### config.mk
export PLATFORM = sky130hd
export DESIGN_NAME = query_string_tokenizer_decoder_top
export DESIGN_NICKNAME = d
export VERILOG_FILES = /design/src/design/qstd_pkg.sv /design/src/design/query_string_tokenizer_decoder_top.sv
export SDC_FILE = /design/constraint.sdc
export NUM_CORES = 1
export LEC_CHECK = 0
export BUFFER_PORTS_ARGS = -buffer_cell sky130_fd_sc_hd__buf_4
export CAP_MARGIN = 20
export CELL_PAD_IN_SITES_DETAIL_PLACEMENT = 2
export CELL_PAD_IN_SITES_GLOBAL_PLACEMENT = 2
export CORE_UTILIZATION = 40
export DETAILED_ROUTE_END_ITERATION = 12
export GPL_ROUTABILITY_DRIVEN = 0
export GPL_TIMING_DRIVEN = 0
export PLACE_DENSITY_LB_ADDON = 0.1
export SLEW_MARGIN = 20
export SYNTH_ARGS = -nofsm -noshare
export SYNTH_HDL_FRONTEND = slang
export SYNTH_SLANG_ARGS = --single-unit
### constraint.sdc
create_clock -name clock -period 7.1 [get_ports clock]
set_clock_uncertainty 0.05 [all_clocks]
set_input_delay 1.42 -clock clock [delete_from_list [all_inputs] [get_ports clock]]
set_output_delay 1.42 -clock clock [all_outputs]
set_load 0.03 [all_outputs]
### src/design/qstd_pkg.sv
// ----------------------------------------------------------------------------
// qstd_pkg
// Shared types, character codes and hex decode helpers for the query string
// tokenizer and URL decoder.
// ----------------------------------------------------------------------------
package qstd_pkg;

   // result kinds
   typedef enum logic [2:0] {
      KIND_KEY       = 3'd0,
      KIND_VALUE     = 3'd1,
      KIND_PAIR_OK   = 3'd2,
      KIND_PAIR_NOEQ = 3'd3,
      KIND_DISCARD   = 3'd4
   } kind_type;

   // escape phase
   typedef enum logic [1:0] {
      PH_IDLE   = 2'd0,
      PH_PCT    = 2'd1,
      PH_HELD   = 2'd2,
      PH_UNUSED = 2'd3
   } phase_type;

   // character codes
   localparam logic [7:0] CH_QMARK   = 8'h3F;  // '?'
   localparam logic [7:0] CH_AMP     = 8'h26;  // '&'
   localparam logic [7:0] CH_EQUAL   = 8'h3D;  // '='
   localparam logic [7:0] CH_PERCENT = 8'h25;  // '%'
   localparam logic [7:0] CH_PLUS    = 8'h2B;  // '+'
   localparam logic [7:0] CH_SPACE   = 8'h20;  // ' '

   // default depth of the result queue (power of two, at least 4)
   localparam int QUEUE_DEPTH = 8;

   typedef struct packed {
      logic       ok;
      logic [3:0] nib;
   } hex_type;

   // one hex digit, either case
   function automatic hex_type hex_of(input logic [7:0] c);
      hex_type r;
      r.ok  = 1'b1;
      r.nib = 4'd0;
      if (c >= 8'h30 && c <= 8'h39) begin
         r.nib = 4'(c - 8'h30);
      end else if (c >= 8'h61 && c <= 8'h66) begin
         r.nib = 4'(c - 8'h57);
      end else if (c >= 8'h41 && c <= 8'h46) begin
         r.nib = 4'(c - 8'h37);
      end else begin
         r.ok = 1'b0;
      end
      return r;
   endfunction

   // two escape bytes to one byte; bad first digit gives zero,
   // bad second digit gives the first digit alone
   function automatic logic [7:0] decode_escape(input logic [7:0] first,
                                                input logic [7:0] second);
      hex_type hi;
      hex_type lo;
      hi = hex_of(first);
      lo = hex_of(second);
      if (!hi.ok) begin
         return 8'd0;
      end else if (!lo.ok) begin
         return {4'd0, hi.nib};
      end else begin
         return {hi.nib, lo.nib};
      end
   endfunction

endpackage

### src/design/query_string_tokenizer_decoder_top.sv
// ----------------------------------------------------------------------------
// query_string_tokenizer_decoder_top
// Results of an item are written to the result queue when it is taken.
// Throughput: one item per cycle while the result queue has room for three;
// each item gives zero to three results, drained one per cycle with rsp_ready.
// Reset: synchronous, clears token state and empties the result queue.
// Splits a query string at '&' into key and URL-decoded value bytes with
// pair markers; the first '?' emits a discard marker.
// ----------------------------------------------------------------------------
module query_string_tokenizer_decoder_top #(
   parameter int QUEUE_DEPTH = qstd_pkg::QUEUE_DEPTH
) (
   input  logic       clock,
   input  logic       reset,
   input  logic       req_valid,
   output logic       req_ready,
   input  logic [7:0] req_data_byte,
   input  logic       req_end_of_path,
   output logic       rsp_valid,
   input  logic       rsp_ready,
   output logic [2:0] rsp_kind,
   output logic [7:0] rsp_out_byte,
   output logic       rsp_run_last
);

   localparam int AW = $clog2(QUEUE_DEPTH);
   localparam int CW = AW + 1;
   localparam logic [CW-1:0] ROOM_LIMIT = CW'(QUEUE_DEPTH - 3);

   typedef struct packed {
      qstd_pkg::kind_type kind;
      logic [7:0]         data;
      logic               last;
   } entry_type;

   // token state
   logic                query_ff, query_in;
   logic                value_ff, value_in;
   qstd_pkg::phase_type phase_ff, phase_in;
   logic [7:0]          held_ff, held_in;

   // result queue
   entry_type         queue_ff [QUEUE_DEPTH];
   logic [AW-1:0]     wr_ptr_ff, wr_ptr_in;
   logic [AW-1:0]     rd_ptr_ff, rd_ptr_in;
   logic [CW-1:0]     count_ff, count_in;

   entry_type res [3];
   logic [1:0] res_n;
   logic       push;
   logic       pop;

   assign req_ready = (count_ff <= ROOM_LIMIT);
   assign push      = req_valid && req_ready;
   assign rsp_valid = (count_ff != '0);
   assign pop       = rsp_valid && rsp_ready;

   assign rsp_kind     = queue_ff[rd_ptr_ff].kind;
   assign rsp_out_byte = queue_ff[rd_ptr_ff].data;
   assign rsp_run_last = queue_ff[rd_ptr_ff].last;

   // per-item decode: next state and up to three results
   always_comb begin
      query_in = query_ff;
      value_in = value_ff;
      phase_in = phase_ff;
      held_in  = held_ff;
      res_n    = 2'd0;
      for (int i = 0; i < 3; i++) begin
         res[i] = '{kind: qstd_pkg::KIND_KEY, data: 8'd0, last: 1'b0};
      end

      if (!query_ff && req_data_byte == qstd_pkg::CH_QMARK) begin
         query_in = 1'b1;
         value_in = 1'b0;
         phase_in = qstd_pkg::PH_IDLE;
         held_in  = 8'd0;
         res[res_n].kind = qstd_pkg::KIND_DISCARD;
         res_n = res_n + 2'd1;
      end else if (req_data_byte == qstd_pkg::CH_AMP) begin
         // token end
         if (value_in) begin
            if (phase_in == qstd_pkg::PH_HELD) begin
               if (held_in == qstd_pkg::CH_PLUS) begin
                  res[res_n].kind = qstd_pkg::KIND_VALUE;
                  res[res_n].data = qstd_pkg::CH_SPACE;
                  res_n = res_n + 2'd1;
               end else if (held_in != qstd_pkg::CH_PERCENT) begin
                  res[res_n].kind = qstd_pkg::KIND_VALUE;
                  res[res_n].data = held_in;
                  res_n = res_n + 2'd1;
               end
            end
            res[res_n].kind = qstd_pkg::KIND_PAIR_OK;
         end else begin
            res[res_n].kind = qstd_pkg::KIND_PAIR_NOEQ;
         end
         res_n = res_n + 2'd1;
         value_in = 1'b0;
         phase_in = qstd_pkg::PH_IDLE;
         held_in  = 8'd0;
      end else if (!value_ff) begin
         if (req_data_byte == qstd_pkg::CH_EQUAL) begin
            value_in = 1'b1;
         end else begin
            res[res_n].kind = qstd_pkg::KIND_KEY;
            res[res_n].data = req_data_byte;
            res_n = res_n + 2'd1;
         end
      end else if (phase_ff == qstd_pkg::PH_PCT) begin
         held_in  = req_data_byte;
         phase_in = qstd_pkg::PH_HELD;
      end else if (phase_ff == qstd_pkg::PH_HELD) begin
         res[res_n].kind = qstd_pkg::KIND_VALUE;
         res[res_n].data = qstd_pkg::decode_escape(held_ff, req_data_byte);
         res_n = res_n + 2'd1;
         phase_in = qstd_pkg::PH_IDLE;
         held_in  = 8'd0;
      end else begin
         phase_in = qstd_pkg::PH_IDLE;
         if (req_data_byte == qstd_pkg::CH_PERCENT) begin
            phase_in = qstd_pkg::PH_PCT;
         end else begin
            res[res_n].kind = qstd_pkg::KIND_VALUE;
            res[res_n].data = (req_data_byte == qstd_pkg::CH_PLUS) ?
                              qstd_pkg::CH_SPACE : req_data_byte;
            res_n = res_n + 2'd1;
         end
      end

      // end of path closes the open token and returns to reset state
      if (req_end_of_path) begin
         if (value_in) begin
            if (phase_in == qstd_pkg::PH_HELD) begin
               if (held_in == qstd_pkg::CH_PLUS) begin
                  res[res_n].kind = qstd_pkg::KIND_VALUE;
                  res[res_n].data = qstd_pkg::CH_SPACE;
                  res_n = res_n + 2'd1;
               end else if (held_in != qstd_pkg::CH_PERCENT) begin
                  res[res_n].kind = qstd_pkg::KIND_VALUE;
                  res[res_n].data = held_in;
                  res_n = res_n + 2'd1;
               end
            end
            res[res_n].kind = qstd_pkg::KIND_PAIR_OK;
         end else begin
            res[res_n].kind = qstd_pkg::KIND_PAIR_NOEQ;
         end
         res_n = res_n + 2'd1;
         value_in = 1'b0;
         phase_in = qstd_pkg::PH_IDLE;
         held_in  = 8'd0;
         query_in = 1'b0;
      end

      // flag the final result of this item
      if (res_n != 2'd0) begin
         res[res_n - 2'd1].last = 1'b1;
      end
   end

   // queue pointers and fill count
   always_comb begin
      wr_ptr_in = wr_ptr_ff;
      rd_ptr_in = rd_ptr_ff;
      count_in  = count_ff;
      if (push) begin
         wr_ptr_in = wr_ptr_ff + AW'(res_n);
         count_in  = count_in + CW'(res_n);
      end
      if (pop) begin
         rd_ptr_in = rd_ptr_ff + AW'(1);
         count_in  = count_in - CW'(1);
      end
   end

   // control registers
   always_ff @(posedge clock) begin
      if (reset) begin
         query_ff  <= 1'b0;
         value_ff  <= 1'b0;
         phase_ff  <= qstd_pkg::PH_IDLE;
         held_ff   <= 8'd0;
         wr_ptr_ff <= '0;
         rd_ptr_ff <= '0;
         count_ff  <= '0;
      end else begin
         if (push) begin
            query_ff <= query_in;
            value_ff <= value_in;
            phase_ff <= phase_in;
            held_ff  <= held_in;
         end
         wr_ptr_ff <= wr_ptr_in;
         rd_ptr_ff <= rd_ptr_in;
         count_ff  <= count_in;
      end
   end

   // queue storage
   always_ff @(posedge clock) begin
      if (push) begin
         for (int i = 0; i < 3; i++) begin
            if (2'(i) < res_n) begin
               queue_ff[wr_ptr_ff + AW'(i)] <= res[i];
            end
         end
      end
   end

endmodule
# == Word level (Yosys, flattened, before mapping) ==
# Memory sizes are Yosys's and may differ from the RTL's. A register that Yosys moved wholly into a read port is not among the register bits.
# Cells that the tools add are included.
# op_classes
addsub,16
magnitude_cmp,24
n_eq_ne,12
n_mux,124
bitwise_logic,4
reduce_logical,18
# op_table
operator,n
$mux 36,8
$bwmux 36,7
$demux 12 s2,5
$mux 8,10
$mux 33,2
$mux 9,7
$eq 8x6->1 const B,7
$mux 11,5
$mux 2,26
$mux 1,38
$mux 12,3
$ge 8x7->1 const B,4
$le 8x7->1 const B,4
$mux 4,8
$mux 25,1
$ge 8x6->1 const B,2
$le 8x6->1 const B,2
$ne 8x6->1 const B,2
$sub 4x3->4 const B,4
$logic_and 1x1->1,13
$ge 3x3->1 const B,4
$lt 3x1->1 const B,4
$mux 3,4
$not 2->3,4
other kinds (16),24
# totals
regBits,22
ramBits,96
input_bits,13
memories,1
# mem_list
name,depth,width,read_ports,rd_ports_with_merged_regs,write_ports,line,rtl
queue_ff,8,12,1,1,3,query_string_tokenizer_decoder_top.sv:43,entry_type queue_ff [QUEUE_DEPTH];

# == Logic depth before layout (Yosys ltp) ==
# Gate-level depths: netlist of the first run.
# depth
word_depth,31
ltp_mapped,19
mapped_depth_nobuf,17

# == Least setup slack after synthesis of the first run ==
# Ideal clock, no wire load.
# synth_timing
path_kind,input-to-reg
from,in req_data_byte[0]
to,"mem queue_ff[1][0] in the netlist's numbering, enable pin"
t_arrival_ns,5.449
t_required_ns,6.625
slack_ns,1.176
cell_stages,14
path_buffers,1
cell_sequence,inv_1 ha_1 or4bb_1 nor2_4 nor3_2 and2_1 or2_2 ha_1 nand4_1 o211ai_4 inv_2 buf_6 o211ai_2 o311ai_0
# synth_lines
element,line,rtl
start: declaration,query_string_tokenizer_decoder_top.sv:17,"input logic [7:0] req_data_byte,"
end: declaration,query_string_tokenizer_decoder_top.sv:43,

==> metrics.cfg, run 1 <==
[power]
seqPwrFrac=0.333
p_sw_uw=978
power_density_nw_per_um2=291
switching_share=0.362
p_int_mw=1.72
p_clk_frac=0.336
combPwrFrac=0.331
leakagePower_nw=3.17
irDropWorstVdd_mv=0.164

[placed_design]
dp.cells=1146
place_ws_ns=0.867
postPlaceCellArea_um2=8680
dpl.hpwl_um=25300
placement.io_buffers=25

[routing]
vias=7595
firstDrtPassIters=5
finalWirelength_um=35300
drt.antenna.violating_nets=0
drt_iter0_drc=475
drc=0
vias_per_cell=6.45
avgRoutedWirePerCell_um=29.9

[logic_synthesis]
synth_area_leaders=edfxtp_1 36%, nor2_1 6.8%, mux4_2 6.7%, dfxtp_1 6.2%, o21ai_0 3.4%
synth_edf_count=96
ys_async_sr_fraction=0
synth_cell_types=73
syn_area_per_cell_um2=9.54
syn_inst=845
yosysMostFrequentCell=nor2_1
synth_top_area_frac=0.358
synth_nets=879
synth.ff_latch_count=121
yosys-top-cells-count=147 x nor2_1, 96 x edfxtp_1, 60 x nand2_1
ys_warn_count=0
yosysSeqAreaShare=0.420
synth_ff_type=edfxtp_1
yosysTopAreaCell=edfxtp_1
netlist_area_um2=8060

[timing]
rsz0062_at_grt=false
fmax_ghz=0.171
max-slew-margin-rel=0.173
setup_tns_ns=0
worst_pin_slew_ns=1.24
finalCriticalPeriod_ns=5.85
drv_slew=0
worst_slack_ns=1.25
post-route-period-util=0.824
setup-violations-final=0
hold_viol=0

[global_route]
grt_pass1_vias=8292
grt_usage=0.356
antenna_found_initial=0
grt_max_degree=17
grt_pass1_wl_um=52600
overflow=0

[cells_and_area]
nets=934
design_area_um2=9270
seq_area_um2=3380
fill_cells=2115
drive_above_1_share=0.172
multi_input_area_um2=4370
final_cells=1178
syn_to_final_growth_pct=15.0
num_antenna_cells=0

[clock_network]
cts_buffers=17
clockBufferDepth=2
holdBufCountCts=0
cts_root_buf=clkbuf_16
cts_tree=yes
post-cts-setup-buffers=0
clock_sinks=121
insertion_delay_ns=0.44
htreeDepth=4
clkTransAtPathRegs_ns=0.06
cts_resized=0

[critical_path]
crit_type=in -> reg
critPathSlowestCell=or3_1
critical_path_arrival_ns=5.87
crit_path_max_fanout=12
worst-endpoint-required_ns=7.12
cpPeakStageDelay_ns=0.66
worstSetupEndpointType=flip-flop
critical_path.cell_chain=buf_4 -> clkbuf_1 -> and4bb_2 -> a31oi_1 -> o21ai_0 -> and2_1 -> or2_2 -> ha_1 -> nand4_1 -> o211ai_4 -> inv_2 -> o211ai_1 -> nor3_1 -> or3_1
startpoint_type=input pin

[hold_path]
hold_class=reg -> reg

[floorplan]
core.rowCount=51
die_w_um=144
io-pin-count=27
dieHeight_um=144
core_um2=19600
dieArea_um2=20700
initial_core_util=0.411

[run_status]
outcome=finished, final reports clean

[run]
cap_violations=0

==> layout by cell type (no fill, tap or decap), types with 6 or more instances in the layout <==
cell and count:
a211oi_1 31, a21oi_1 47, a22oi_1 10, a31oi_1 10
and2_1 11, and3_1 13, buf_1 6, buf_2 6
buf_4 37, clkbuf_1 39, clkbuf_16 17, dfxtp_1 25
edfxtp_1 96, ha_1 19, inv_1 15, mux2_2 12
mux2i_1 13, mux4_2 24, nand2_1 60, nand2b_1 7
nand3_1 20, nand3_2 6, nand4_1 12, nor2_1 147
nor3_1 28, nor3_2 9, o211ai_1 16, o21ai_0 55
o21ai_1 6, or2_2 6, or3_1 7
==> power groups by stage <==
stage | Combinational (mW) | Sequential [mW] | Clock, mW
after floorplan | 0.581 | 0.897 | 0
after global placement | 0.821 | 0.905 | 0
after detailed placement | 0.878 | 0.912 | 0
after CTS | 0.893 | 0.900 | 0.905
after global routing | 0.946 | 0.906 | 0.930
final | 0.894 | 0.899 | 0.906
==> worst max-delay path, delay by kind of cell <==
| family | cells | cell delay, ns |
|---|---|---|
| AOI/OAI and AO/OA | 4 | 1.64 |
| buffers and inverters | 3 | 0.62 |
| and+or+nand+nor | 6 | 1.85 |
| adders and majority gates | 1 | 0.34 |
==> metal layers <==
| layer | track usage | vias up | wire, um |
|---|---|---|---|
| met1 | 0.413 | 3871 | 13800 |
| met2 | 0.629 | 339 | 17800 |
| met4 | 0.197 | 0 | 1880 |
| li1 | - | 3284 | - |
| met5 | 0 | - | 0 |
| met3 | 0.0516 | 101 | 1800 |
==> logic make-up after synthesis <==
logic type | count (synthesis) | share of synthesized area
compound gates | 216 | 0.177
xor+xnor | 10 | 0.0109
fa+ha+maj | 21 | 0.0345
mux | 49 | 0.100
simple gates | 355 | 0.219
buf+inv | 73 | 0.0390
flops | 121 | 0.420
==> flip-flops by register name, summed over array words and instances (netlist names), named ones only <==
register and flops:
count_ff 4, held_ff 8, phase_ff 2, query_ff 1
queue_ff 96, rd_ptr_ff 3, value_ff 1, wr_ptr_ff 3
==> path summary, 6_finish.rpt <==
| check | startpoint | endpoint | slack, ns | cells after the start |
|---|---|---|---|---|
| worst max-delay path | req_data_byte[3] | queue_ff[0][3] | 1.25 | 14 |
| worst min register to register | rd_ptr_ff[2] | flip-flop | 0.51 | 2 |
| worst min-delay path | rd_ptr_ff[2] | flip-flop | 0.51 | 2 |
| worst max register to register | phase_ff[1] | queue_ff[0][3] | 1.76 | 14 |
==> metrics by stage <==
stage	hold WS (ns)	total power [mW]	utilization
finish	0.508	2.70	0.473
global route	0.547	2.78	0.473
CTS	0.517	2.70	0.473
floorplan	0.435	1.48	-
detailed placement	0.499	1.79	0.443
global placement	0.467	1.73	0.438
==> layout make-up <==
cell class                      count  area share
Buffer                             56      0.0270
Clock buffer                       18      0.0463
Clock inverter                     14      0.0177
Inverter                           17     0.00688
Multi-Input combinational cell    651       0.471
Sequential cell                   121       0.365
Tap cell                          265      0.0358
Timing Repair Buffer               36      0.0301
Power figures use the tool's default switching activity.
==> run 2: changes to the inputs <==
==> constraint.sdc (replaced) <==
create_clock -name clock -period 5.7 [get_ports clock]
set_clock_uncertainty 0.05 [all_clocks]
set_input_delay 1.14 -clock clock [delete_from_list [all_inputs] [get_ports clock]]
set_output_delay 1.14 -clock clock [all_outputs]
set_load 0.03 [all_outputs]
==> metrics.cfg, run 2 (synthesized netlist as in run 1, its figures left out) <==
[cells_and_area]
top_regs=queue_ff x96, held_ff x8, count_ff x4
layout_commonest_cell=nor2_1
syn_to_final_growth_pct=15.2
regMostFlops=queue_ff
design_area_um2=9290
num_antenna_cells=0
drive_above_1_share=0.174
nets=936
layout_common_cells=147 x nor2_1, 96 x edfxtp_1, 60 x nand2_1, 55 x o21ai_0, 47 x a21oi_1
largest_reg_flops=96

[routing]
vias_per_cell=6.40
firstDrtPassIters=4
vias=7551
avgRoutedWirePerCell_um=29.9
drc=0
finalWirelength_um=35300
met2WireLength_um=17800
drt_iter0_drc=588
met1Wirelength_um=13700
dr_wl_met3_um=1920
drt.antenna.violating_nets=0
top_layer=met4

[clock_network]
clock_sinks=121
cts_tree=yes
cts_root_buf=clkbuf_16
clkTransAtPathRegs_ns=0.06
htreeDepth=4
clockBufferDepth=2
cts_buffers=17
insertion_delay_ns=0.44

[global_route]
grt_pass1_vias=8292
grt_usage=0.356
grt_max_degree=17
antenna_found_initial=0
grt_pass1_wl_um=52600
overflow=0

[placed_design]
dpl.hpwl_um=25300
postPlaceCellArea_um2=8680
place_ws_ns=-0.253
placement.io_buffers=25

[floorplan]
core_um2=19600
io-pin-count=27
die_w_um=144
dieArea_um2=20700
dieHeight_um=144
core.rowCount=51
initial_core_util=0.411

[critical_path]
worstSetupEndpointType=flip-flop
worst-endpoint-required_ns=5.84
crit_type=in -> reg
critical_path_arrival_ns=5.59
crit_path_max_fanout=12
startpoint_type=input pin

[power]
power_density_nw_per_um2=363
switching_share=0.362
combPwrFrac=0.332
p_int_mw=2.15
p_sw_mw=1.22
leakagePower_nw=3.18
power_mw=3.37
seqPwrFrac=0.333
p_clk_frac=0.335
irDropWorstVdd_mv=0.205

[run_status]
outcome=finished, final reports clean

[timing]
worst_slack_ns=0.248
finalCriticalPeriod_ns=5.45
worst_pin_slew_ns=1.21
post-route-period-util=0.957
drv_slew=0
fmax_ghz=0.183
max-slew-margin-rel=0.196
rsz0062_at_grt=false
setup-violations-final=0
setup_tns_ns=0
hold_viol=0

[hold_path]
hold_class=reg -> reg

[run]
cap_violations=0

[run 2: what timing repair did]
item	CTS	global route
endpoints found under the setup margin	0	12
hold buffers	0	0
setup buffers	0	2
hold endpoints to repair	0	0
gates resized for setup	0	0
[run 2: per-stage QoR]
| step | util | hold slack, ns | cells |
|---|---|---|---|
| 6_report | 0.474 | 0.511 | 1180 |
| 5_1_grt | 0.474 | 0.547 | 1180 |
| 4_1_cts | 0.473 | 0.517 | 1178 |
| 3_5_place_dp | 0.443 | 0.499 | 1146 |
| 3_3_place_gp | 0.438 | 0.467 | 1135 |
| 2_1_floorplan | - | 0.435 | 845 |
[run 2: worst paths after layout]
path	start	endpoint	slack [ns]	cells past startpoint
worst max-delay path	req_data_byte[3]	queue_ff[6][8]	0.25	16
worst min register to register	rd_ptr_ff[2]	rd_ptr_ff[2]	0.51	2
worst max register to register	phase_ff[1]	queue_ff[6][8]	0.46	16
worst min-delay path	rd_ptr_ff[2]	rd_ptr_ff[2]	0.51	2
[run 2: metal layers]
metal,global-route usage,vias to the layer above
li1,-,3291
met5,0,-
met1,0.413,3839
met3,0.0516,102
met2,0.629,319
met4,0.197,0
[run 2: critical path, stage by stage]
cell and delay, ns:
buf_4 0.09, clkbuf_1 0.40, and4bb_2 0.33, a31oi_1 0.21, o21ai_0 0.36, and2_1 0.32, or2_2 0.32, ha_1 0.34
nand4_1 0.14, o211ai_4 0.49, inv_2 0.12, buf_6 0.20, nand3_2 0.14, buf_4 0.23, o211ai_1 0.41, buf_4 0.34
[run 2: layout make-up]
type / count / area, um2
buffer: 56 / 250
clock buffer: 18 / 429
clock inverter: 14 / 164
fill: 2115 / 10300
inverter: 17 / 63.8
multi-input combinational: 651 / 4370
sequential: 121 / 3380
tap: 265 / 332
timing repair buffer: 38 / 294
[run 2: power by group through the flow]
stage	Combinational [mW]	Sequential, mW	Clock, mW
after CTS	1.11	1.12	1.13
after floorplan	0.723	1.12	0
after global placement	1.02	1.13	0
final	1.12	1.12	1.13
after global routing	1.18	1.13	1.16
after detailed placement	1.09	1.14	0
